## config.mk

```make
export PLATFORM = sky130hd
export DESIGN_NAME = nmea_rmc_position_parser_top
export DESIGN_NICKNAME = d
export VERILOG_FILES = /design/src/design/nrp_pkg.sv /design/src/design/nmea_rmc_position_parser_top.sv /design/src/design/nrp_parser.sv /design/src/design/nrp_frac_sec.sv /design/src/design/nrp_compose.sv /design/src/design/nrp_out_queue.sv
export VERILOG_INCLUDE_DIRS = /design/src /design/src/design
export SDC_FILE = /design/constraint.sdc
export NUM_CORES = 1
export LEC_CHECK = 0
export ABC_AREA = 1
export BUFFER_PORTS_ARGS = -buffer_cell sky130_fd_sc_hd__buf_2
export CAP_MARGIN = 25
export CORE_MARGIN = 4
export CORE_UTILIZATION = 45
export CTS_CLUSTER_DIAMETER = 200
export DETAILED_ROUTE_END_ITERATION = 10
export SLEW_MARGIN = 5
export SYNTH_ARGS = -nofsm -noshare
export SYNTH_HDL_FRONTEND = slang
export SYNTH_HIERARCHICAL = 1
export SYNTH_SLANG_ARGS = --single-unit
```

## constraint.sdc

```tcl
create_clock -name clk -period 13 [get_ports clk]
set_input_delay 0.65 -clock clk [delete_from_list [all_inputs] [get_ports clk]]
set_output_delay 0.65 -clock clk [all_outputs]
set_load 0.01 [all_outputs]
```

## src/design/nmea_rmc_position_parser_top_macros.svh

```systemverilog
// assertion macros shared by the parser design files
// each macro expects clk and rst_n in the scope where it is used
`ifndef NMEA_RMC_POSITION_PARSER_TOP_MACROS_SVH
`define NMEA_RMC_POSITION_PARSER_TOP_MACROS_SVH

// consequent must hold in the same cycle as the antecedent
`define NRP_ASSERT_SAME(lbl, ante, cons, msg) \
  lbl: assert property (@(posedge clk) disable iff (!rst_n) (ante) |-> (cons)) \
    else $error(msg);

// consequent must hold in the cycle after the antecedent
`define NRP_ASSERT_NEXT(lbl, ante, cons, msg) \
  lbl: assert property (@(posedge clk) disable iff (!rst_n) (ante) |=> (cons)) \
    else $error(msg);

`endif

```

## src/design/nrp_pkg.sv

```systemverilog
// ----------------------------------------------------------------------------
// nrp_pkg
// Shared types and constants of the RMC sentence position parser: character
// codes, field numbers, status codes, saturation limits and the record types
// passed between the parser, the result builder and the output queue.
// ----------------------------------------------------------------------------
`timescale 1ns / 1ps

package nrp_pkg;

  // result status codes
  localparam logic [1:0] ST_BAD   = 2'd0;
  localparam logic [1:0] ST_NOFIX = 2'd1;
  localparam logic [1:0] ST_RANGE = 2'd2;
  localparam logic [1:0] ST_OK    = 2'd3;

  // ascii codes
  localparam logic [7:0] CH_DOLLAR = 8'h24;
  localparam logic [7:0] CH_G      = 8'h47;
  localparam logic [7:0] CH_N      = 8'h4E;
  localparam logic [7:0] CH_P      = 8'h50;
  localparam logic [7:0] CH_R      = 8'h52;
  localparam logic [7:0] CH_M      = 8'h4D;
  localparam logic [7:0] CH_C      = 8'h43;
  localparam logic [7:0] CH_COMMA  = 8'h2C;
  localparam logic [7:0] CH_DOT    = 8'h2E;
  localparam logic [7:0] CH_A      = 8'h41;
  localparam logic [7:0] CH_S      = 8'h53;
  localparam logic [7:0] CH_W      = 8'h57;
  localparam logic [7:0] CH_ZERO   = 8'h30;
  localparam logic [7:0] CH_NINE   = 8'h39;

  // header and comma bookkeeping
  localparam logic [2:0] HDR_LEN    = 3'd6;
  localparam logic [3:0] COMMA_MAX  = 4'd15;
  localparam logic [3:0] COMMA_NEED = 4'd8;

  // field numbers (text after comma n)
  localparam logic [3:0] FLD_TIME = 4'd1;
  localparam logic [3:0] FLD_FIX  = 4'd2;
  localparam logic [3:0] FLD_LAT  = 4'd3;
  localparam logic [3:0] FLD_NS   = 4'd4;
  localparam logic [3:0] FLD_LON  = 4'd5;
  localparam logic [3:0] FLD_EW   = 4'd6;

  // whole part kept as hundreds plus two bcd digits; saturation values
  localparam logic [7:0]  LAT_HI_MAX   = 8'd163;
  localparam logic [6:0]  LAT_LO_MAX   = 7'd83;
  localparam logic [3:0]  LAT_TENS_SAT = 4'd8;
  localparam logic [3:0]  LAT_ONES_SAT = 4'd3;
  localparam logic [10:0] LON_HI_MAX   = 11'd1310;
  localparam logic [6:0]  LON_LO_MAX   = 7'd71;
  localparam logic [3:0]  LON_TENS_SAT = 4'd7;
  localparam logic [3:0]  LON_ONES_SAT = 4'd1;

  // range limits in whole minutes of arc
  localparam logic [13:0] LAT_LIMIT_MIN = 14'd5400;
  localparam logic [16:0] LON_LIMIT_MIN = 17'd10800;
  localparam logic [6:0]  MIN_PER_DEG   = 7'd60;

  // parse state seen by the result builder
  typedef struct packed {
    logic        good;
    logic        fix;
    logic [23:0] utc;
    logic [7:0]  lat_hi;
    logic [3:0]  lat_tens;
    logic [3:0]  lat_ones;
    logic [10:0] lon_hi;
    logic [3:0]  lon_tens;
    logic [3:0]  lon_ones;
    logic        south;
    logic        west;
  } snap_t;

  // one result record
  typedef struct packed {
    logic [1:0]  status;
    logic [23:0] utc_bcd;
    logic [6:0]  lat_degrees;
    logic [5:0]  lat_minutes;
    logic [5:0]  lat_seconds;
    logic        lat_south;
    logic [7:0]  lon_degrees;
    logic [5:0]  lon_minutes;
    logic [5:0]  lon_seconds;
    logic        lon_west;
  } res_t;

  // place value of a fraction digit
  function automatic logic [19:0] pow10(input logic [2:0] n);
    logic [19:0] v;
    case (n)
      3'd0:    v = 20'd1;
      3'd1:    v = 20'd10;
      3'd2:    v = 20'd100;
      3'd3:    v = 20'd1000;
      3'd4:    v = 20'd10000;
      3'd5:    v = 20'd100000;
      3'd6:    v = 20'd1000000;
      default: v = 20'd0;
    endcase
    return v;
  endfunction

endpackage

```

## src/design/nmea_rmc_position_parser_top.sv

```systemverilog
// ----------------------------------------------------------------------------
// nmea_rmc_position_parser_top
// RMC sentence position parser, one sentence byte per transaction.
// ----------------------------------------------------------------------------
// The block takes one byte every clock cycle while in_ready is high. Each byte
// updates the parse state; on the byte flagged as sentence end, the result
// record (status, utc time, latitude and longitude in degrees, minutes and
// whole seconds) is written into a two-entry output queue and appears on the
// result channel the cycle after that byte is accepted when the queue was
// empty, otherwise once the older result has been taken. Input ready
// drops only when both queue entries hold results not yet taken. Seconds
// come from a registered reciprocal multiply of each fraction, one per axis;
// there is no clearing pass after reset.
`timescale 1ns / 1ps

module nmea_rmc_position_parser_top #(
  parameter int FIELD_LIMIT = 15,
  parameter int FRAC_DIGITS = 4
) (
  input  logic        clk,
  input  logic        rst_n,
  input  logic        in_valid,
  output logic        in_ready,
  input  logic [7:0]  in_char_in,
  input  logic        in_sentence_end,
  output logic        out_valid,
  input  logic        out_ready,
  output logic [1:0]  out_status,
  output logic [23:0] out_utc_bcd,
  output logic [6:0]  out_lat_degrees,
  output logic [5:0]  out_lat_minutes,
  output logic [5:0]  out_lat_seconds,
  output logic        out_lat_south,
  output logic [7:0]  out_lon_degrees,
  output logic [5:0]  out_lon_minutes,
  output logic [5:0]  out_lon_seconds,
  output logic        out_lon_west
);
  import nrp_pkg::*;

  localparam int FRAC_W = $clog2(10**FRAC_DIGITS);

  logic              take;
  snap_t             snap;
  logic [FRAC_W-1:0] lat_frac;
  logic [FRAC_W-1:0] lon_frac;
  logic [5:0]        lat_sec;
  logic [5:0]        lon_sec;
  res_t              new_res;
  res_t              head_res;
  logic              not_full;

  assign in_ready = not_full;
  assign take     = in_valid && in_ready;

  // byte parser
  nrp_parser #(
    .FIELD_LIMIT(FIELD_LIMIT),
    .FRAC_DIGITS(FRAC_DIGITS)
  ) u_parser (
    .clk         (clk),
    .rst_n       (rst_n),
    .take        (take),
    .char_in     (in_char_in),
    .sentence_end(in_sentence_end),
    .snap        (snap),
    .lat_frac    (lat_frac),
    .lon_frac    (lon_frac)
  );

  // fraction of a minute to seconds, per axis
  nrp_frac_sec #(
    .FRAC_DIGITS(FRAC_DIGITS)
  ) u_lat_sec (
    .clk    (clk),
    .frac   (lat_frac),
    .seconds(lat_sec)
  );

  nrp_frac_sec #(
    .FRAC_DIGITS(FRAC_DIGITS)
  ) u_lon_sec (
    .clk    (clk),
    .frac   (lon_frac),
    .seconds(lon_sec)
  );

  // result record
  nrp_compose #(
    .FRAC_DIGITS(FRAC_DIGITS)
  ) u_compose (
    .snap    (snap),
    .lat_frac(lat_frac),
    .lon_frac(lon_frac),
    .lat_sec (lat_sec),
    .lon_sec (lon_sec),
    .res     (new_res)
  );

  // result queue
  nrp_out_queue u_queue (
    .clk      (clk),
    .rst_n    (rst_n),
    .push     (take && in_sentence_end),
    .push_res (new_res),
    .not_full (not_full),
    .out_valid(out_valid),
    .out_ready(out_ready),
    .out_res  (head_res)
  );

  // result ports
  assign out_status      = head_res.status;
  assign out_utc_bcd     = head_res.utc_bcd;
  assign out_lat_degrees = head_res.lat_degrees;
  assign out_lat_minutes = head_res.lat_minutes;
  assign out_lat_seconds = head_res.lat_seconds;
  assign out_lat_south   = head_res.lat_south;
  assign out_lon_degrees = head_res.lon_degrees;
  assign out_lon_minutes = head_res.lon_minutes;
  assign out_lon_seconds = head_res.lon_seconds;
  assign out_lon_west    = head_res.lon_west;

endmodule

```

## src/design/nrp_parser.sv

```systemverilog
// ----------------------------------------------------------------------------
// nrp_parser
// Per-byte sentence state: header match, comma count, field character count,
// time digits, fix flag, latitude and longitude accumulators, hemispheres.
// Returns to its reset state after the byte that ends a sentence.
// ----------------------------------------------------------------------------
`timescale 1ns / 1ps
`include "nmea_rmc_position_parser_top_macros.svh"

module nrp_parser #(
  parameter int FIELD_LIMIT = 15,
  parameter int FRAC_DIGITS = 4
) (
  input  logic                                    clk,
  input  logic                                    rst_n,
  input  logic                                    take,
  input  logic [7:0]                              char_in,
  input  logic                                    sentence_end,
  output nrp_pkg::snap_t                          snap,
  output logic [$clog2(10**FRAC_DIGITS)-1:0]      lat_frac,
  output logic [$clog2(10**FRAC_DIGITS)-1:0]      lon_frac
);
  import nrp_pkg::*;

  localparam int FC_W   = $clog2(FIELD_LIMIT + 1);
  localparam int FRAC_W = $clog2(10**FRAC_DIGITS);
  localparam int FCNT_W = $clog2(FRAC_DIGITS + 1);

  logic [2:0]        header_pos_r, header_pos_nxt;
  logic              header_ok_r, header_ok_nxt;
  logic [3:0]        comma_count_r, comma_count_nxt;
  logic [FC_W-1:0]   field_chars_r, field_chars_nxt;
  logic [23:0]       time_digits_r, time_digits_nxt;
  logic              fix_flag_r, fix_flag_nxt;
  logic [7:0]        lat_hi_r, lat_hi_nxt;
  logic [3:0]        lat_tens_r, lat_tens_nxt;
  logic [3:0]        lat_ones_r, lat_ones_nxt;
  logic [FRAC_W-1:0] lat_frac_r, lat_frac_nxt;
  logic [10:0]       lon_hi_r, lon_hi_nxt;
  logic [3:0]        lon_tens_r, lon_tens_nxt;
  logic [3:0]        lon_ones_r, lon_ones_nxt;
  logic [FRAC_W-1:0] lon_frac_r, lon_frac_nxt;
  logic              in_fraction_r, in_fraction_nxt;
  logic              num_stop_r, num_stop_nxt;
  logic [FCNT_W-1:0] frac_cnt_r, frac_cnt_nxt;
  logic [1:0]        hemisphere_r, hemisphere_nxt;

  // character decode
  logic              is_digit;
  logic [3:0]        digit;
  logic              hdr_char_ok;
  logic [FRAC_W-1:0] frac_add;

  // sentence check including this byte, taken before the end-of-sentence clear
  logic              sent_good;

  // whole-part candidates with saturation
  logic [10:0] lat_hi_cand;
  logic [13:0] lon_hi_cand;
  logic [6:0]  lat_lo_cand;
  logic [6:0]  lon_lo_cand;
  logic        lat_sat;
  logic        lon_sat;

  assign is_digit = (char_in >= CH_ZERO) && (char_in <= CH_NINE);
  assign digit    = char_in[3:0];
  assign frac_add = FRAC_W'(digit) *
                    FRAC_W'(pow10(3'(FRAC_DIGITS - 1) - 3'(frac_cnt_r)));

  assign lat_hi_cand = 11'(lat_hi_r) * 11'd10 + 11'(lat_tens_r);
  assign lat_lo_cand = 7'(lat_ones_r) * 7'd10 + 7'(digit);
  assign lat_sat     = (lat_hi_cand > 11'(LAT_HI_MAX)) ||
                       ((lat_hi_cand == 11'(LAT_HI_MAX)) && (lat_lo_cand > LAT_LO_MAX));
  assign lon_hi_cand = 14'(lon_hi_r) * 14'd10 + 14'(lon_tens_r);
  assign lon_lo_cand = 7'(lon_ones_r) * 7'd10 + 7'(digit);
  assign lon_sat     = (lon_hi_cand > 14'(LON_HI_MAX)) ||
                       ((lon_hi_cand == 14'(LON_HI_MAX)) && (lon_lo_cand > LON_LO_MAX));

  // header character check by position
  always_comb begin
    case (header_pos_r)
      3'd0:    hdr_char_ok = (char_in == CH_DOLLAR);
      3'd1:    hdr_char_ok = (char_in == CH_G);
      3'd2:    hdr_char_ok = (char_in == CH_N) || (char_in == CH_P);
      3'd3:    hdr_char_ok = (char_in == CH_R);
      3'd4:    hdr_char_ok = (char_in == CH_M);
      default: hdr_char_ok = (char_in == CH_C);
    endcase
  end

  // next state for one byte
  always_comb begin
    header_pos_nxt  = header_pos_r;
    header_ok_nxt   = header_ok_r;
    comma_count_nxt = comma_count_r;
    field_chars_nxt = field_chars_r;
    time_digits_nxt = time_digits_r;
    fix_flag_nxt    = fix_flag_r;
    lat_hi_nxt      = lat_hi_r;
    lat_tens_nxt    = lat_tens_r;
    lat_ones_nxt    = lat_ones_r;
    lat_frac_nxt    = lat_frac_r;
    lon_hi_nxt      = lon_hi_r;
    lon_tens_nxt    = lon_tens_r;
    lon_ones_nxt    = lon_ones_r;
    lon_frac_nxt    = lon_frac_r;
    in_fraction_nxt = in_fraction_r;
    num_stop_nxt    = num_stop_r;
    frac_cnt_nxt    = frac_cnt_r;
    hemisphere_nxt  = hemisphere_r;
    sent_good       = 1'b0;

    if (take) begin
      // header match
      if (header_pos_r < HDR_LEN) begin
        if (!hdr_char_ok) begin
          header_ok_nxt = 1'b0;
        end
        header_pos_nxt = header_pos_r + 3'd1;
      end

      if (char_in == CH_COMMA) begin
        // field boundary
        if (comma_count_r < COMMA_MAX) begin
          comma_count_nxt = comma_count_r + 4'd1;
        end
        field_chars_nxt = '0;
        in_fraction_nxt = 1'b0;
        num_stop_nxt    = 1'b0;
        frac_cnt_nxt    = '0;
      end else if (field_chars_r < FC_W'(FIELD_LIMIT)) begin
        case (comma_count_r)
          FLD_TIME: begin
            for (int i = 0; i < 6; i++) begin
              if (field_chars_r == FC_W'(5 - i)) begin
                time_digits_nxt[4*i +: 4] = time_digits_r[4*i +: 4] | digit;
              end
            end
          end
          FLD_FIX: begin
            if (field_chars_r == '0) begin
              fix_flag_nxt = (char_in == CH_A);
            end
          end
          FLD_LAT, FLD_LON: begin
            if (!num_stop_r) begin
              if (is_digit && !in_fraction_r) begin
                // whole part, saturating
                if (comma_count_r == FLD_LAT) begin
                  if (lat_sat) begin
                    lat_hi_nxt   = LAT_HI_MAX;
                    lat_tens_nxt = LAT_TENS_SAT;
                    lat_ones_nxt = LAT_ONES_SAT;
                  end else begin
                    lat_hi_nxt   = lat_hi_cand[7:0];
                    lat_tens_nxt = lat_ones_r;
                    lat_ones_nxt = digit;
                  end
                end else begin
                  if (lon_sat) begin
                    lon_hi_nxt   = LON_HI_MAX;
                    lon_tens_nxt = LON_TENS_SAT;
                    lon_ones_nxt = LON_ONES_SAT;
                  end else begin
                    lon_hi_nxt   = lon_hi_cand[10:0];
                    lon_tens_nxt = lon_ones_r;
                    lon_ones_nxt = digit;
                  end
                end
              end else if (is_digit) begin
                // fraction digit, extra digits dropped
                if (frac_cnt_r < FCNT_W'(FRAC_DIGITS)) begin
                  if (comma_count_r == FLD_LAT) begin
                    lat_frac_nxt = lat_frac_r + frac_add;
                  end else begin
                    lon_frac_nxt = lon_frac_r + frac_add;
                  end
                  frac_cnt_nxt = frac_cnt_r + FCNT_W'(1);
                end
              end else if ((char_in == CH_DOT) && !in_fraction_r) begin
                in_fraction_nxt = 1'b1;
              end else begin
                num_stop_nxt = 1'b1;
              end
            end
          end
          FLD_NS: begin
            if ((field_chars_r == '0) && (char_in == CH_S)) begin
              hemisphere_nxt[0] = 1'b1;
            end
          end
          FLD_EW: begin
            if ((field_chars_r == '0) && (char_in == CH_W)) begin
              hemisphere_nxt[1] = 1'b1;
            end
          end
          default: begin
          end
        endcase
        field_chars_nxt = field_chars_r + FC_W'(1);
      end

      // header and comma check with this byte counted
      sent_good = header_ok_nxt && (header_pos_nxt >= HDR_LEN) &&
                  (comma_count_nxt >= COMMA_NEED);

      // sentence done: back to reset state
      if (sentence_end) begin
        header_pos_nxt  = '0;
        header_ok_nxt   = 1'b1;
        comma_count_nxt = '0;
        field_chars_nxt = '0;
        time_digits_nxt = '0;
        fix_flag_nxt    = 1'b0;
        lat_hi_nxt      = '0;
        lat_tens_nxt    = '0;
        lat_ones_nxt    = '0;
        lat_frac_nxt    = '0;
        lon_hi_nxt      = '0;
        lon_tens_nxt    = '0;
        lon_ones_nxt    = '0;
        lon_frac_nxt    = '0;
        in_fraction_nxt = 1'b0;
        num_stop_nxt    = 1'b0;
        frac_cnt_nxt    = '0;
        hemisphere_nxt  = '0;
      end
    end
  end

  // state registers
  always_ff @(posedge clk) begin
    if (!rst_n) begin
      header_pos_r  <= '0;
      header_ok_r   <= 1'b1;
      comma_count_r <= '0;
      field_chars_r <= '0;
      time_digits_r <= '0;
      fix_flag_r    <= 1'b0;
      lat_hi_r      <= '0;
      lat_tens_r    <= '0;
      lat_ones_r    <= '0;
      lat_frac_r    <= '0;
      lon_hi_r      <= '0;
      lon_tens_r    <= '0;
      lon_ones_r    <= '0;
      lon_frac_r    <= '0;
      in_fraction_r <= 1'b0;
      num_stop_r    <= 1'b0;
      frac_cnt_r    <= '0;
      hemisphere_r  <= '0;
    end else begin
      header_pos_r  <= header_pos_nxt;
      header_ok_r   <= header_ok_nxt;
      comma_count_r <= comma_count_nxt;
      field_chars_r <= field_chars_nxt;
      time_digits_r <= time_digits_nxt;
      fix_flag_r    <= fix_flag_nxt;
      lat_hi_r      <= lat_hi_nxt;
      lat_tens_r    <= lat_tens_nxt;
      lat_ones_r    <= lat_ones_nxt;
      lat_frac_r    <= lat_frac_nxt;
      lon_hi_r      <= lon_hi_nxt;
      lon_tens_r    <= lon_tens_nxt;
      lon_ones_r    <= lon_ones_nxt;
      lon_frac_r    <= lon_frac_nxt;
      in_fraction_r <= in_fraction_nxt;
      num_stop_r    <= num_stop_nxt;
      frac_cnt_r    <= frac_cnt_nxt;
      hemisphere_r  <= hemisphere_nxt;
    end
  end

  // state for the result builder; sentence check uses this byte's update
  always_comb begin
    snap.good     = sent_good;
    snap.fix      = fix_flag_r;
    snap.utc      = time_digits_r;
    snap.lat_hi   = lat_hi_r;
    snap.lat_tens = lat_tens_r;
    snap.lat_ones = lat_ones_r;
    snap.lon_hi   = lon_hi_r;
    snap.lon_tens = lon_tens_r;
    snap.lon_ones = lon_ones_r;
    snap.south    = hemisphere_r[0];
    snap.west     = hemisphere_r[1];
  end

  assign lat_frac = lat_frac_r;
  assign lon_frac = lon_frac_r;

  `NRP_ASSERT_NEXT(a_end_clears, take && sentence_end, (comma_count_r == 4'd0) && (header_pos_r == 3'd0) && header_ok_r, "parse state not cleared after sentence end")

endmodule

```

## src/design/nrp_frac_sec.sv

```systemverilog
// ----------------------------------------------------------------------------
// nrp_frac_sec
// Converts a decimal fraction of a minute into whole seconds, truncated,
// by multiplying with a scaled reciprocal. Output is registered.
// ----------------------------------------------------------------------------
`timescale 1ns / 1ps

module nrp_frac_sec #(
  parameter int FRAC_DIGITS = 4
) (
  input  logic                               clk,
  input  logic [$clog2(10**FRAC_DIGITS)-1:0] frac,
  output logic [5:0]                         seconds
);

  localparam int unsigned     FSCALE  = 10**FRAC_DIGITS;
  localparam int              FRAC_W  = $clog2(FSCALE);
  localparam longint unsigned FSQ     = 64'(FSCALE) * 64'(FSCALE);
  localparam int              SHIFT   = $clog2(FSQ);
  // ceil(60 * 2^SHIFT / FSCALE); exact floor for every fraction below FSCALE
  localparam longint unsigned RECIP   = ((64'd60 << SHIFT) + 64'(FSCALE) - 64'd1) /
                                        64'(FSCALE);
  localparam int              RECIP_W = $clog2(RECIP + 1);
  localparam int              PROD_W  = SHIFT + 7;

  logic [PROD_W-1:0] prod;
  logic [5:0]        sec_r;

  // frac * 60 / FSCALE
  assign prod = PROD_W'(frac) * PROD_W'(RECIP_W'(RECIP));

  always_ff @(posedge clk) begin
    sec_r <= prod[SHIFT +: 6];
  end

  assign seconds = sec_r;

endmodule

```

## src/design/nrp_compose.sv

```systemverilog
// ----------------------------------------------------------------------------
// nrp_compose
// Builds the result record from the parse state: range check in whole
// minutes plus fraction, carry of minutes into degrees, status selection.
// ----------------------------------------------------------------------------
`timescale 1ns / 1ps

module nrp_compose #(
  parameter int FRAC_DIGITS = 4
) (
  input  nrp_pkg::snap_t                     snap,
  input  logic [$clog2(10**FRAC_DIGITS)-1:0] lat_frac,
  input  logic [$clog2(10**FRAC_DIGITS)-1:0] lon_frac,
  input  logic [5:0]                         lat_sec,
  input  logic [5:0]                         lon_sec,
  output nrp_pkg::res_t                      res
);
  import nrp_pkg::*;

  logic [6:0]  lat_mins;
  logic [6:0]  lon_mins;
  logic [13:0] lat_total;
  logic [16:0] lon_total;
  logic        lat_over;
  logic        lon_over;
  logic        lat_carry;
  logic        lon_carry;

  // minutes from the two low digits, total minutes of arc
  assign lat_mins  = 7'(snap.lat_tens) * 7'd10 + 7'(snap.lat_ones);
  assign lon_mins  = 7'(snap.lon_tens) * 7'd10 + 7'(snap.lon_ones);
  assign lat_total = 14'(snap.lat_hi) * 14'(MIN_PER_DEG) + 14'(lat_mins);
  assign lon_total = 17'(snap.lon_hi) * 17'(MIN_PER_DEG) + 17'(lon_mins);

  // above 90 or 180 degrees, fraction counted
  assign lat_over = (lat_total > LAT_LIMIT_MIN) ||
                    ((lat_total == LAT_LIMIT_MIN) && (lat_frac != '0));
  assign lon_over = (lon_total > LON_LIMIT_MIN) ||
                    ((lon_total == LON_LIMIT_MIN) && (lon_frac != '0));

  // minutes of 60 to 99 carry one degree
  assign lat_carry = (lat_mins >= MIN_PER_DEG);
  assign lon_carry = (lon_mins >= MIN_PER_DEG);

  always_comb begin
    res = '0;
    if (snap.good) begin
      res.utc_bcd = snap.utc;
      if (!snap.fix) begin
        res.status = ST_NOFIX;
      end else if (lat_over || lon_over) begin
        res.status = ST_RANGE;
      end else begin
        res.status      = ST_OK;
        res.lat_degrees = snap.lat_hi[6:0] + 7'(lat_carry);
        res.lat_minutes = lat_carry ? 6'(lat_mins - MIN_PER_DEG) : lat_mins[5:0];
        res.lat_seconds = lat_sec;
        res.lat_south   = snap.south;
        res.lon_degrees = snap.lon_hi[7:0] + 8'(lon_carry);
        res.lon_minutes = lon_carry ? 6'(lon_mins - MIN_PER_DEG) : lon_mins[5:0];
        res.lon_seconds = lon_sec;
        res.lon_west    = snap.west;
      end
    end else begin
      res.status = ST_BAD;
    end
  end

endmodule

```

## src/design/nrp_out_queue.sv

```systemverilog
// ----------------------------------------------------------------------------
// nrp_out_queue
// Two-entry result queue: the head drives the result channel, the second
// entry lets the parser keep taking bytes while a result waits.
// ----------------------------------------------------------------------------
`timescale 1ns / 1ps
`include "nmea_rmc_position_parser_top_macros.svh"

module nrp_out_queue (
  input  logic          clk,
  input  logic          rst_n,
  input  logic          push,
  input  nrp_pkg::res_t push_res,
  output logic          not_full,
  output logic          out_valid,
  input  logic          out_ready,
  output nrp_pkg::res_t out_res
);
  import nrp_pkg::*;

  logic [1:0] count_r, count_nxt;
  res_t       head_r, head_nxt;
  res_t       tail_r, tail_nxt;
  logic       pop;

  assign pop       = out_valid && out_ready;
  assign out_valid = (count_r != 2'd0);
  assign not_full  = (count_r != 2'd2);
  assign out_res   = head_r;

  // queue update
  always_comb begin
    count_nxt = count_r;
    head_nxt  = head_r;
    tail_nxt  = tail_r;
    case (count_r)
      2'd0: begin
        if (push) begin
          head_nxt  = push_res;
          count_nxt = 2'd1;
        end
      end
      2'd1: begin
        if (push && pop) begin
          head_nxt = push_res;
        end else if (push) begin
          tail_nxt  = push_res;
          count_nxt = 2'd2;
        end else if (pop) begin
          count_nxt = 2'd0;
        end
      end
      2'd2: begin
        if (pop) begin
          head_nxt  = tail_r;
          count_nxt = 2'd1;
        end
      end
      default: begin
        count_nxt = 2'd0;
      end
    endcase
  end

  always_ff @(posedge clk) begin
    if (!rst_n) begin
      count_r <= 2'd0;
    end else begin
      count_r <= count_nxt;
    end
  end

  always_ff @(posedge clk) begin
    head_r <= head_nxt;
    tail_r <= tail_nxt;
  end

  `NRP_ASSERT_NEXT(a_shift_up, pop && (count_r == 2'd2), out_valid && (head_r == $past(tail_r)), "second entry not moved to head")
  `NRP_ASSERT_NEXT(a_count_up, push && !pop, count_r == $past(count_r) + 2'd1, "push did not grow the queue")
  `NRP_ASSERT_SAME(a_ok_fields, out_valid && (head_r.status == ST_OK), (head_r.lat_minutes < 6'd60) && (head_r.lon_minutes < 6'd60) && (head_r.lat_seconds < 6'd60) && (head_r.lon_seconds < 6'd60), "ok result with minutes or seconds out of range")

endmodule

```

======== Word-level counts from Yosys, hierarchy flattened ========
Index checks and enable logic that the tools add are counted.
word-level totals
  flip-flop bits (word level) ............. 255
  output and inout bits ................... 69
operators by class
  $lt $le $gt $ge ......................... 16
  multipliers ............................. 11
  equality and inequality tests ........... 52
  bitwise gates (word level) .............. 7
  mux-type cells .......................... 147
  add/sub/neg operators ................... 19
  reductions and logical operators ........ 74
operators by type and width
  operator                count
  $mux 14                 18
  $mux 67                 3
  $pmux 67 s3             1
  $mux 4                  45
  $pmux 14 s7             1
  $mux 24                 4
  $mux 11                 8
  $mux 41                 2
  $eq 8x7->1 const B      9
  $mul 14x20->33 const B  2
  $mux 65                 1
  $mux 8                  8
  $reduce_and 5->1        9
  $reduce_bool 2->1       19
  $mux 3                  11
  $mux 1                  31
  $add 14x14->14          2
  $add 7x4->7             4
  $reduce_and 7->1        4
  $reduce_bool 14->1      2
  $eq 8x6->1 const B      3
  $mul 4x3->6 const B     4
  $or 4x4->4              6
  $eq 4x3->1 const B      5
  other kinds (60)        124

======== Depth between registers and ports, before layout ========
Gate-level depths: netlist (run 1).
  word-level depth ........................ 14
  depth in mapped cells ................... 36
  depth with buffers taken out ............ 36

======== Hierarchy ========
Netlist (run 1), hierarchy kept.
by module, submodules not included
  module                        times used  area each (µm²)  seq. area each (µm²)  cells each
  nrp_parser                    1           9506.6           2142.1                1399
  nrp_frac_sec (u_lat_sec)      1           5312.6           120.1                 696
  nrp_frac_sec (u_lon_sec)      1           5292.6           120.1                 693
  nrp_out_queue                 1           4993.5           4063.9                371
  nrp_compose                   1           4859.7           0.0                   716
  nmea_rmc_position_parser_top  1           17.5             0.0                   4

======== Worst setup path before layout (run 1) ========
No wires, ideal clock.
  path type ............................... register to register
  start point ............................. reg u_queue.count_r[0]
  end point ............................... reg u_queue.head_r, in the netlist u_queue/out_res[0], enable pin
  buffers on the path ..................... 1
  clock period less this slack ............ 4859 ps
  cell stages (with the launch flop) ...... 10
  path slack .............................. 8141 ps
  arrival ................................. 4345 ps
  cells stage by stage .................... dfxtp_1 > nor2_4 > inv_2 > buf_2 > nand2_1 > nor2_2 > inv_1 > nand2_1 > nand2_1 > a21oi_1
on the way
  word-level cells in the longest chain between the ends .. 6
  elaborated cells between the ends (all ways) .. 14
RTL lines
  element                              RTL line                             RTL
  from (decl)                          nrp_out_queue.sv:21                  logic [1:0] count_r, count_nxt;
  from (signal assigned)               nrp_out_queue.sv:69                  count_r <= count_nxt;
  $ne 2x2->1 *                         nrp_out_queue.sv:28                  assign not_full = (count_r != 2'd2);
  via in_ready                         nmea_rmc_position_parser_top.sv:23   output logic in_ready,
  $logic_and 1x1->1 *                  nmea_rmc_position_parser_top.sv:54   assign take = in_valid && in_ready;
  $logic_and 1x1->1 *                  nmea_rmc_position_parser_top.sv:104  .push (take && in_sentence_end),
  $logic_and 1x1->1                    nrp_out_queue.sv:44                  if (push && pop) begin
  $ne 2x1->1 (no source line)          --
  $reduce_and 4->1 (no source line) *  --
  to (signal assigned)                 nrp_out_queue.sv:74                  head_r <= head_nxt;
  to (decl)                            nrp_out_queue.sv:22                  res_t head_r, head_nxt;
The timed path passes the listed nets; every way through them passes the cells marked *.
A chain may end at the register's enable or synchronous reset.

==> impl_metrics.json, run 1 <==
{
  "multi_input_comb_area_sq_mm": 0.0202,
  "num-fill-cells": 6599,
  "place.gp.congestion": 0.881,
  "antenna_found_initial": 1,
  "yosysWarnings": 6,
  "timing.max_cap.violations": 0,
  "fin_setup_tns_ns": 0,
  "timing.final.ws_setup_ns": 7.46,
  "status": "completed",
  "power.static_leakage_nw": 17.6,
  "r2r-start": "u_parser/lat_hi_r[2]",
  "clock_tree.root_cell": "clkbuf_16",
  "routed-via-count": 23500,
  "dp_cells": 4776,
  "synth_cell_types": 62,
  "post_cts.resized_instances": 0,
  "switching_share_pct": 36.4,
  "maximum_number_of_pins_on_one_net_before_global_route_repair": 71,
  "worstRegToRegCells": 22,
  "synth_area_leader_cell": "ha_1",
  "worstSetupEndpointType": "register",
  "post_synth.cell_area_avg_sq_um": 7.73,
  "internal_power_w": 0.00171,
  "worstHoldPathType": "in2reg",
  "timing_worst_setup_path_type": "reg2reg",
  "clock_sink_count": 255,
  "final_core_utilization_pct": 48.8,
  "critical_path_startpoint": "u_parser/lat_hi_r[2]",
  "cts_setup_buffers": 0,
  "report.final.slew_viol_count": 0,
  "path_cells": "inv_1 > fa_1 > fa_1 > inv_1 > ha_1 > xor2_1 > ha_1 > nand2_1 > nor3_1 > nor2_1 > nor2_2 > nand3_1 > nor2_2 > nand4_1 > nand2_1 > nand3_2 > nor2_4 > nand4_4 > buf_4 > nor2_1 > nand2_1 > nand2_1",
  "synthesized_cell_area_sq_mm": 0.0300,
  "cpMostUsedCell": "nand2_1",
  "fin_crit_sh_pct": 42.6,
  "grt_setup_unrepaired": "false",
  "critPathRequiredTime_ns": 13.43,
  "max_freq_ghz": 0.180,
  "slew_headroom_pct": 38.2,
  "synth_edf_count": 134,
  "cts_max_level": 1,
  "vdd.ir_drop.worst_uv": 98.0,
  "post_layout_nonfiller_instances": 4830,
  "fp-row-count": 94,
  "io_pins": 82,
  "synth.top_cells.by_count": "nand2_1, inv_1, ha_1, fa_1, nor2_1",
  "ctsHoldBuffers": 0,
  "worstPathMaxFanout": 22,
  "grt_pass1_vias": 23100,
  "drive_above_1_share_pct": 7.47,
  "design.die.area_sq_mm": 0.0708,
  "grt_pass1_wl_um": 116000,
  "area_growth_pct": 7.30,
  "wl_um": 69900,
  "most_area_consuming_cells_after_synthesis": "ha_1, fa_1, edfxtp_1, nand2_1, inv_1",
  "cts.clk_slew.worst_paths_ns": 0.06,
  "dr.first_iter.drc_count": 1191,
  "place_hpwl_um": 56500,
  "yosys.cell_count.top_type": "nand2_1",
  "pwr-share-clk_pct": 31.0,
  "worst-endpoint-arrival_ns": 5.97,
  "finalCriticalPeriod_ns": 5.54,
  "starting_density_of_the_core_pct": 45.5,
  "setup_viol": 0,
  "clock_tree_from_tritoncts": "yes",
  "final_hold_slack_ns": 0.428,
  "ys_dominant_reg_cell": "edfxtp_1",
  "r2r_slack_ns": 7.46,
  "post_drt_wl_per_cell_um": 14.5,
  "grt.overflow.total": 0,
  "clkLatencyLatePin_ns": 0.58,
  "flop_pwr_share_pct": 33.7,
  "floorplan.die.width_um": 266,
  "met1_demand_to_capacity_share_in_global_routing_pct": 27.8,
  "power.net_switching_w": 0.000981,
  "gr-max-usage-layer": "met2",
  "timing.critical_path.from_type": "register",
  "crit_path_end": "u_queue/out_res[0]",
  "cpMaxStageDelayCell": "buf_4",
  "number_of_nets_in_the_synthesized_netlist": 4558,
  "pre_cts_slack_ns": 7.43,
  "post_synth_inst_count": 3879,
  "powerDensity_mw_per_mm2": 83.7,
  "hold_viol_final": 0,
  "number_of_buffers_on_the_longest_clock_path": 3,
  "highest_cell_delay_on_the_worst_timing_path_ns": 0.59,
  "yosysTopAreaCellShare_pct": 18.3,
  "synth_seq_area_share_pct": 21.5,
  "vias_per_cell": 4.87,
  "finalNetCount": 4622,
  "clock_buffers_created_by_tritoncts": 29,
  "place.port_buffers": 81,
  "grtUsageTotal_pct": 19.7,
  "met3_usage_pct": 1.40,
  "r2r_end": "u_queue/out_res[0]",
  "area.sequential_sq_mm": 0.00645,
  "synth_seq_cells": 255,
  "ant_nets": 0,
  "drt_pre_antenna_iters": 5,
  "die-height_um": 266,
  "p_comb_share_pct": 35.3,
  "core_area_sq_mm": 0.0659,
  "finalClockSkew_ns": 0.0216,
  "route.detailed.drc": 0,
  "globalRouteMet2Util_pct": 33.5,
  "max_slew.worst_pin.slew_ns": 0.926,
  "async_set_or_reset_flop_fraction_in_the_synthesized_netlist_pct": 0
}
[power by group through the flow]
stage / sequential, W / combinational (W) / clock (W)
3_5_place_dp: 0.000927 / 0.000947 / 0
2_1_floorplan: 0.000917 / 0.000711 / 0
5_1_grt: 0.000913 / 0.00110 / 0.000888
4_1_cts: 0.000909 / 0.000959 / 0.000860
3_3_place_gp: 0.000926 / 0.000950 / 0
6_report: 0.000909 / 0.000950 / 0.000835
[stage by stage]
step	total power, W	instance area (sq um)
finish	0.00269	32200
global route	0.00290	32200
CTS	0.00273	32200
detailed placement	0.00187	31200
global placement	0.00188	31200
floorplan	0.00163	30000
[worst max-delay path: cells and delay by family, from the launching register on]
kind	cells	cell delay, ns
adders and majority gates	4	1.70
DFF	1	0.54
xor gates and xnor gates	1	0.18
and+or+nand+nor	14	2.18
buffers and inverters	3	0.79
[flip-flops by register name, summed over array words and instances (netlist names)]
signal and cells:
u_parser/header_ok_r 1, u_parser/header_pos_r 3, u_parser/field_chars_r 4, u_parser/comma_count_r 4, u_parser/lon_tens_r 4, u_parser/num_stop_r 1, u_queue/tail_r 67, u_parser/frac_cnt_r 3
u_parser/in_fraction_r 1, u_parser/lat_ones_r 4, u_parser/lat_hi_r 8, u_lon_sec/seconds 6, u_parser/lon_frac 14, u_parser/time_digits_r 24, u_parser/lon_hi_r 11, u_lat_sec/seconds 6
u_parser/fix_flag_r 1, u_parser/hemisphere_r 2, u_queue/count_r 2, u_parser/lon_ones_r 4, u_parser/lat_tens_r 4, u_parser/lat_frac 14, u_queue/out_res 67
[how the worst min path moves through the flow]
stage | from | endpoint | slack [ns] | cells after the start
after detailed placement | u_parser/time_digits_r[12] | u_parser/time_digits_r[12] | 0.44 | 2
after floorplan | u_parser/hemisphere_r[0] | u_parser/hemisphere_r[0] | 0.43 | 2
after global routing | out_ready | u_queue/count_r[1] | 0.43 | 4
after global placement | u_parser/time_digits_r[12] | u_parser/time_digits_r[12] | 0.44 | 2
final | out_ready | u_queue/count_r[1] | 0.43 | 4
after CTS | rst_n | u_queue/count_r[0] | 0.40 | 3
[cells by family after synthesis]
| family | synth area share [%] |
|---|---|
| AOI/OAI and AO/OA | 6.00 |
| xor gates and xnor gates | 2.54 |
| adders and majority gates | 33.5 |
| buffers and inverters | 11.1 |
| DFF | 21.5 |
| muxes | 0.0668 |
| and+or+nand+nor | 25.3 |
[area by class of cell]
cell class / count / area share [%]
well taps: 864 / 3.36
repair buffers: 91 / 1.49
clock inverters: 15 / 0.576
clock buffers: 38 / 2.42
inverters: 790 / 9.22
multi-input cells: 2776 / 62.9
diodes: 1 / 0.00778
flip-flops and latches: 255 / 20.0
[layer usage]
layer	share of wire (%)	vias to the layer above
met2	46	377
met4	1.8	0
met1	49	10800
met5	0	-
li1	-	12300
met3	3.3	73
[cells in the final DEF, fill, tap and decap left out, types with 40 or more instances in the layout]
cell type  instances
nand2_1         1055
xor2_1            57
nand3_1          168
nor2_1           228
dfxtp_1          121
o21ai_0           40
nor2_4            49
nand4_1           64
buf_2             81
inv_1            775
a21oi_1          215
ha_1             438
edfxtp_1         134
fa_1             228
Note: power is estimated with default switching activity, not from simulation.
==> inputs of run 2 (changes only) <==
- ABC_AREA: 1 -> 0
- clock period: 13 -> 4.7 ns (I/O delays scaled with it)
==> run 2 against run 1 <==
  * The run now ends with setup timing left
  * Synthesized area decreased by 7.2%
  * Wire length increased by 4.3%
  * Total power increased to 2.5 times the previous value
  * Fmax increased by 10%
  * Setup slack got worse by 7.8 ns
  * Sequential cell count unchanged
  * Critical endpoint is now u_parser/lon_frac[13]
  * First-iteration DRC count decreased by 9.9%
  * Clock power increased to 2.8 times the previous value
  * Design area increased by 9.0%
==> impl_metrics.json, run 2 <==
{
  "status": "complete, but fails checks",
  "failing_checks": "setup timing",
  "powerDensity_mw_per_mm2": 196,
  "synth_seq_cells": 255,
  "routed-via-count": 22100,
  "timing.max_cap.violations": 0,
  "hold_viol_final": 0,
  "synth_edf_count": 134,
  "vias_per_cell": 5.42,
  "met3_usage_pct": 2.22,
  "wl_um": 72800,
  "gr-max-usage-layer": "met2",
  "dr.first_iter.drc_count": 1073,
  "io_pins": 82,
  "grt_pass1_vias": 22900,
  "die-height_um": 257,
  "fp-row-count": 90,
  "clkLatencyLatePin_ns": 0.58,
  "worst-endpoint-arrival_ns": 5.49,
  "fin_crit_sh_pct": 107,
  "mostFrequentLayoutCells": "inv_1, ha_1, buf_4, fa_1, edfxtp_1",
  "drt_pre_antenna_iters": 5,
  "r2r_end": "u_parser/lon_frac[13]",
  "ys_dominant_reg_cell": "edfxtp_1",
  "floorplan.die.width_um": 257,
  "path_cells": "inv_4 > ha_4 > buf_12 > and3_4 > fa_1 > inv_1 > fa_1 > inv_1 > ha_4 > a21o_1 > a21oi_4 > o21bai_1 > a21oi_2 > o21bai_1 > a21oi_2 > xnor2_2 > ha_2 > or3_4 > o21ai_2 > a21oi_2 > a31oi_1 > a21oi_1 > or2_0 > a21o_1",
  "grt.overflow.total": 0,
  "fin_setup_tns_ns": -4.55,
  "highest_cell_delay_on_the_worst_timing_path_ns": 0.54,
  "place_hpwl_um": 57200,
  "slew_headroom_pct": 28.5,
  "synthesized_cell_area_sq_mm": 0.0278,
  "worstRegToRegCells": 24,
  "power.static_leakage_nw": 16.9,
  "area_growth_pct": 26.0,
  "area.sequential_sq_mm": 0.00653,
  "grt_pass1_wl_um": 118000,
  "setup_viol": 58,
  "r2r-start": "u_parser/frac_cnt_r[0]",
  "ant_nets": 0,
  "post_drt_wl_per_cell_um": 17.9,
  "cpMostUsedCell": "a21oi_2",
  "globalRouteMet2Util_pct": 38.5,
  "finalCriticalPeriod_ns": 5.03,
  "finalClockSkew_ns": 0.0214,
  "worstHoldPathType": "in2reg",
  "number_of_nets_in_the_synthesized_netlist": 3518,
  "cts_max_level": 1,
  "vdd.ir_drop.worst_uv": 268,
  "cpMaxStageDelayCell": "fa_1",
  "grt_setup_unrepaired": "true",
  "antenna_found_initial": 2,
  "timing_worst_setup_path_type": "reg2reg",
  "async_set_or_reset_flop_fraction_in_the_synthesized_netlist_pct": 0,
  "grtUsageTotal_pct": 21.6,
  "yosys.cell_count.top_type": "ha_1",
  "finalNetCount": 3945,
  "yosysWarnings": 6,
  "place.gp.congestion": 0.904,
  "synth_area_leader_cell": "ha_1",
  "synth_seq_area_share_pct": 23.2,
  "timing.final.ws_setup_ns": -0.335,
  "clock_buffers_created_by_tritoncts": 29,
  "pre_cts_slack_ns": -0.505,
  "clock_tree.root_cell": "clkbuf_16",
  "number_of_buffers_on_the_longest_clock_path": 3,
  "worstPathMaxFanout": 7,
  "clock_sink_count": 255,
  "r2r_slack_ns": -0.33,
  "synth_cell_types": 107,
  "met1_demand_to_capacity_share_in_global_routing_pct": 28.9,
  "crit_buf_inv": 4,
  "design.die.area_sq_mm": 0.0659,
  "core_area_sq_mm": 0.0608,
  "max_slew.worst_pin.slew_ns": 1.07,
  "post_synth.cell_area_avg_sq_um": 9.80,
  "route.detailed.drc": 0,
  "yosysTopAreaCellShare_pct": 19.7,
  "critical_path_startpoint": "u_parser/frac_cnt_r[0]",
  "drive_above_1_share_pct": 29.2,
  "multi_input_comb_area_sq_mm": 0.0214,
  "clock_tree_from_tritoncts": "yes",
  "cts.clk_slew.worst_paths_ns": 0.06,
  "num-fill-cells": 5193,
  "worstSetupEndpointType": "register",
  "critPathRequiredTime_ns": 5.16,
  "path_depth": 24,
  "timing.critical_path.from_type": "register",
  "worst_path_dominant_cell_family": "adder cells",
  "place.port_buffers": 81,
  "mostFrequentLayoutCell": "inv_1",
  "starting_density_of_the_core_pct": 45.8,
  "max_freq_ghz": 0.199,
  "report.final.slew_viol_count": 0,
  "post_synth_inst_count": 2839,
  "synth.top_cells.by_count": "ha_1, inv_1, fa_1, a21oi_1, edfxtp_1",
  "most_area_consuming_cells_after_synthesis": "ha_1, fa_1, edfxtp_1, dfxtp_1, inv_1",
  "maximum_number_of_pins_on_one_net_before_global_route_repair": 68,
  "crit_path_end": "u_parser/lon_frac[13]"
}
-- run 2: cell count changes after synthesis, sizes merged, moves of 46 or more --
cell   delta
nand3   -119
nor2b    +57
o21ai    +67
and2     +52
xnor2    +49
nand4    -46
inv     -366
a21oi    -68
nor3     +66
nand2   -966
mux2     +68
nor2    -171
-- run 2: layer usage --
metal / wire length (um) / vias to the layer above
met3: 2680 / 76
met1: 32500 / 10900
li1: - / 10700
met4: 1130 / 0
met5: 0 / -
met2: 36500 / 394
-- run 2: final cells by class --
class | instances | share of cell area [%]
Sequential cell | 255 | 18.6
Inverter | 424 | 4.55
Antenna cell | 1 | 0.00714
Clock inverter | 19 | 0.549
Tap cell | 782 | 2.79
Multi-Input combinational cell | 2088 | 61.0
Clock buffer | 35 | 2.25
Timing Repair Buffer | 468 | 10.2
-- run 2: worst min-delay path by stage --
stage                     startpoint                   end  slack, ns  cells after the start
after floorplan            out_ready    u_queue/count_r[1]       0.30                      1
after global placement     out_ready    u_queue/count_r[1]       0.44                      2
after detailed placement   out_ready    u_queue/count_r[1]       0.44                      2
after CTS                      rst_n  u_parser/lat_hi_r[1]       0.05                      2
after global routing           rst_n  u_parser/lat_hi_r[1]       0.08                      2
final                          rst_n  u_parser/lat_hi_r[0]       0.08                      2
-- run 2: what timing repair did --
action,CTS,global route
endpoints found under the setup margin,102,109
hold endpoints to repair,1,0
gates resized for setup,256,143
setup buffers,21,25
cloned,3,1
hold buffers,1,0
pin swaps,137,125
-- run 2: per-stage QoR --
step	util [%]	total power, W	hold WS (ns)	area [sq um]	instances
CTS	56.2	0.00678	0.0472	34200	4049
global route	57.7	0.00727	0.0752	35100	4071
floorplan	-	0.00364	0.305	28000	2839
detailed placement	52.2	0.00430	0.443	31700	3977
finish	57.7	0.00687	0.0843	35100	4072
global placement	52.1	0.00426	0.437	31700	3976
-- run 2: kinds of logic (layout without fill, tap and decap cells) --
logic type	after synthesis	count (layout)	share of synthesized area, %
and+or+nand+nor	680	680	13.3
adders and majority gates	666	666	36.1
AOI/OAI and AO/OA	539	539	13.1
buffers and inverters	496	946	7.14
DFF	255	255	23.2
xor gates and xnor gates	125	125	3.93
muxes	78	78	3.22
other	0	1	0
-- run 2: report_power, final --
group          switching (W)  internal, W  leakage, nW  total (W)
registers          0.0000380      0.00239         2.08    0.00243
clock network       0.000996      0.00132        0.467    0.00232
logic                0.00111      0.00100         14.4    0.00212
total                0.00215      0.00472         16.9    0.00687
==> inputs of run 3 (changes only) <==
- CORE_MARGIN: 4 -> unset
- SETUP_SLACK_MARGIN: unset -> 0.5
- SKIP_CTS_REPAIR_TIMING: unset -> 1
==> run 3 against run 2 <==
  * The flow still finishes with violations (setup timing)
  * Non-clock buffer count decreased by 17
  * Largest power group is now the clock network
  * Critical path depth unchanged
  * Core utilization decreased by 0.40 points
  * Sequential cell count unchanged
  * Global-route usage increased by 1.2 points
  * Largest cell class unchanged
  * Register-to-register slack improved by 0.06 ns
  * Sequential power about the same
  * Via count decreased by 1.5%
  * Total power increased by 3.5%
  * First-iteration DRC count increased by 7.7%
==> impl_metrics.json, run 3 (synthesis gave the netlist of run 2 again) <==
{
  "status": "complete, but fails checks",
  "failing_checks": "setup timing",
  "dr.first_iter.drc_count": 1156,
  "setup_viol": 63,
  "p_comb_share_pct": 30.8,
  "grtUsageTotal_pct": 22.8,
  "max_slew.worst_pin.slew_ns": 1.03,
  "clock_tree_from_tritoncts": "yes",
  "cts_max_level": 1,
  "timing.critical_path.from_type": "register",
  "critPathRequiredTime_ns": 5.20,
  "hold_path_startpoint": "in_char_in[1]",
  "flop_pwr_share_pct": 34.2,
  "ant_nets": 0,
  "pwr-share-clk_pct": 34.9,
  "internal_power_w": 0.00492,
  "wl_um": 72400,
  "timing.max_cap.violations": 0,
  "timing.final.ws_setup_ns": -0.278,
  "worst-endpoint-arrival_ns": 5.47,
  "switching_share_pct": 30.8,
  "worstPathMaxFanout": 5,
  "drt_pre_antenna_iters": 5,
  "place.port_buffers": 81,
  "drive_above_1_share_pct": 28.4,
  "cpMaxStageDelayCell": "fa_1",
  "place.gp.congestion": 0.869,
  "clkLatencyLatePin_ns": 0.58,
  "r2r-start": "u_parser/frac_cnt_r[0]",
  "critical_path_startpoint": "u_parser/frac_cnt_r[0]",
  "grt_pass1_wl_um": 116000,
  "maximum_number_of_pins_on_one_net_before_global_route_repair": 68,
  "antenna_found_initial": 0,
  "power.net_switching_w": 0.00219,
  "worstHoldEndpoint": "u_parser/lon_ones_r[1]",
  "fin_crit_sh_pct": 106,
  "design_area_sq_mm": 0.0348,
  "power.static_leakage_nw": 16.8,
  "placedInstanceArea_sq_mm": 0.0321,
  "slew_headroom_pct": 31.3,
  "final_hold_slack_ns": 0.170,
  "area_growth_pct": 24.9,
  "design.die.area_sq_mm": 0.0628,
  "clock_sink_count": 255,
  "clock_tree.root_cell": "clkbuf_16",
  "grt_setup_unrepaired": "true",
  "timing_worst_setup_path_type": "reg2reg",
  "r2r_end": "u_parser/lat_frac[13]",
  "vias_per_cell": 5.36,
  "core_area_sq_mm": 0.0607,
  "hold_viol_final": 0,
  "routed-via-count": 21800,
  "finalCriticalPeriod_ns": 4.98,
  "starting_density_of_the_core_pct": 45.9,
  "finalNetCount": 3929,
  "report.final.slew_viol_count": 0,
  "post_drt_wl_per_cell_um": 17.8,
  "worstHoldPathType": "in2reg",
  "cpMostUsedCell": "a21oi_2",
  "grt.overflow.total": 0,
  "max_freq_ghz": 0.201,
  "mostFrequentLayoutCells": "inv_1, ha_1, buf_4, fa_1, edfxtp_1",
  "cts.clk_slew.worst_paths_ns": 0.06,
  "clock_buffers_created_by_tritoncts": 30,
  "mostFrequentLayoutCell": "inv_1",
  "highest_cell_delay_on_the_worst_timing_path_ns": 0.51,
  "route.detailed.drc": 0,
  "antennaDiodeCount": 0,
  "grt_pass1_vias": 22300,
  "place_hpwl_um": 58600,
  "powerDensity_mw_per_mm2": 204,
  "worstHoldPathCells": 4,
  "finalClockSkew_ns": 0.0172,
  "vdd.ir_drop.worst_uv": 239,
  "number_of_buffers_on_the_longest_clock_path": 3,
  "worstRegToRegCells": 24,
  "fp-row-count": 90,
  "path_cells": "inv_4 > ha_4 > o31ai_4 > a41oi_2 > and2_4 > fa_1 > inv_2 > fa_1 > inv_2 > ha_4 > a21oi_4 > o21bai_1 > a21oi_2 > o21bai_1 > a21oi_2 > xnor2_2 > ha_2 > or3_1 > o21ai_2 > a21oi_2 > a31oi_1 > a21oi_1 > or3_1 > o211ai_1",
  "io_pins": 82,
  "floorplan.die.width_um": 251,
  "die-height_um": 251,
  "worstSetupEndpointType": "register",
  "r2r_slack_ns": -0.28
}
-- run 3: changes by cell type in the layout (fill, tap and decap cells not counted), sizes merged --
| cell | previous run | this run |
|---|---|---|
| clkbuf | 36 | 38 |
| inv | 427 | 425 |
| bufinv | 2 | 4 |
| buf | 466 | 448 |
| clkinvlp | 6 | 5 |
| clkinv | 8 | 10 |
| diode | 1 | 0 |
-- run 3: worst max-delay path by stage --
| stage | endpoint | slack (ns) | depth (start not counted) |
|---|---|---|---|
| final | u_parser/lat_frac[13] | -0.28 | 24 |
| after global routing | u_parser/lon_frac[13] | -0.52 | 23 |
| after CTS | u_parser/lat_frac[13] | -0.45 | 23 |
| after detailed placement | u_parser/lon_frac[13] | -0.42 | 23 |
| after global placement | u_parser/lat_frac[13] | -0.38 | 23 |
| after floorplan | u_parser/lon_frac[13] | -0.29 | 24 |
-- run 3: critical path, delay by kind of cell (launching register included) --
family	cells	cell delay [ns]
adders and majority gates	5	1.65
DFF	1	0.40
and+or+nand+nor	3	0.92
xor gates and xnor gates	1	0.13
buffers and inverters	3	0.14
AOI/OAI and AO/OA	12	1.65
-- run 3: power by group through the flow --
| stage | Sequential, W | Clock, W | Combinational, W |
|---|---|---|---|
| 5_1_grt | 0.00244 | 0.00265 | 0.00242 |
| 2_1_floorplan | 0.00250 | 0 | 0.00117 |
| 6_report | 0.00243 | 0.00248 | 0.00219 |
| 3_5_place_dp | 0.00248 | 0 | 0.00186 |
| 3_3_place_gp | 0.00248 | 0 | 0.00182 |
| 4_1_cts | 0.00244 | 0.00256 | 0.00188 |
-- run 3: stage by stage --
stage	total power, W	utilization [%]	cells	setup slack (ns)	setup TNS (ns)
finish	0.00711	57.3	4056	-0.278	-11.97
global placement	0.00430	52.9	3977	-0.384	-11.49
CTS	0.00687	54.7	4034	-0.453	-19.39
detailed placement	0.00434	52.9	3978	-0.421	-16.17
global route	0.00751	57.3	4056	-0.517	-23.61
floorplan	0.00366	-	2839	-0.292	-0.982
-- run 3: final cells by class --
cell class	instances	area [sq um]
sequential	255	6530
fill	5228	25900
clock inverter	20	225
tap	782	978
clock buffer	36	825
timing repair buffer	451	3390
inverter	424	1590
multi-input combinational	2088	21200
-- run 3: layer usage --
layer  part of all wire (%)  track usage (%)  vias to the layer above
met5                      0                0                        -
met4                    2.9             5.92                        0
met3                    2.8             1.90                      100
met2                     50             40.3                      327
met1                     44             29.8                    10600
li1                       -                -                    10700
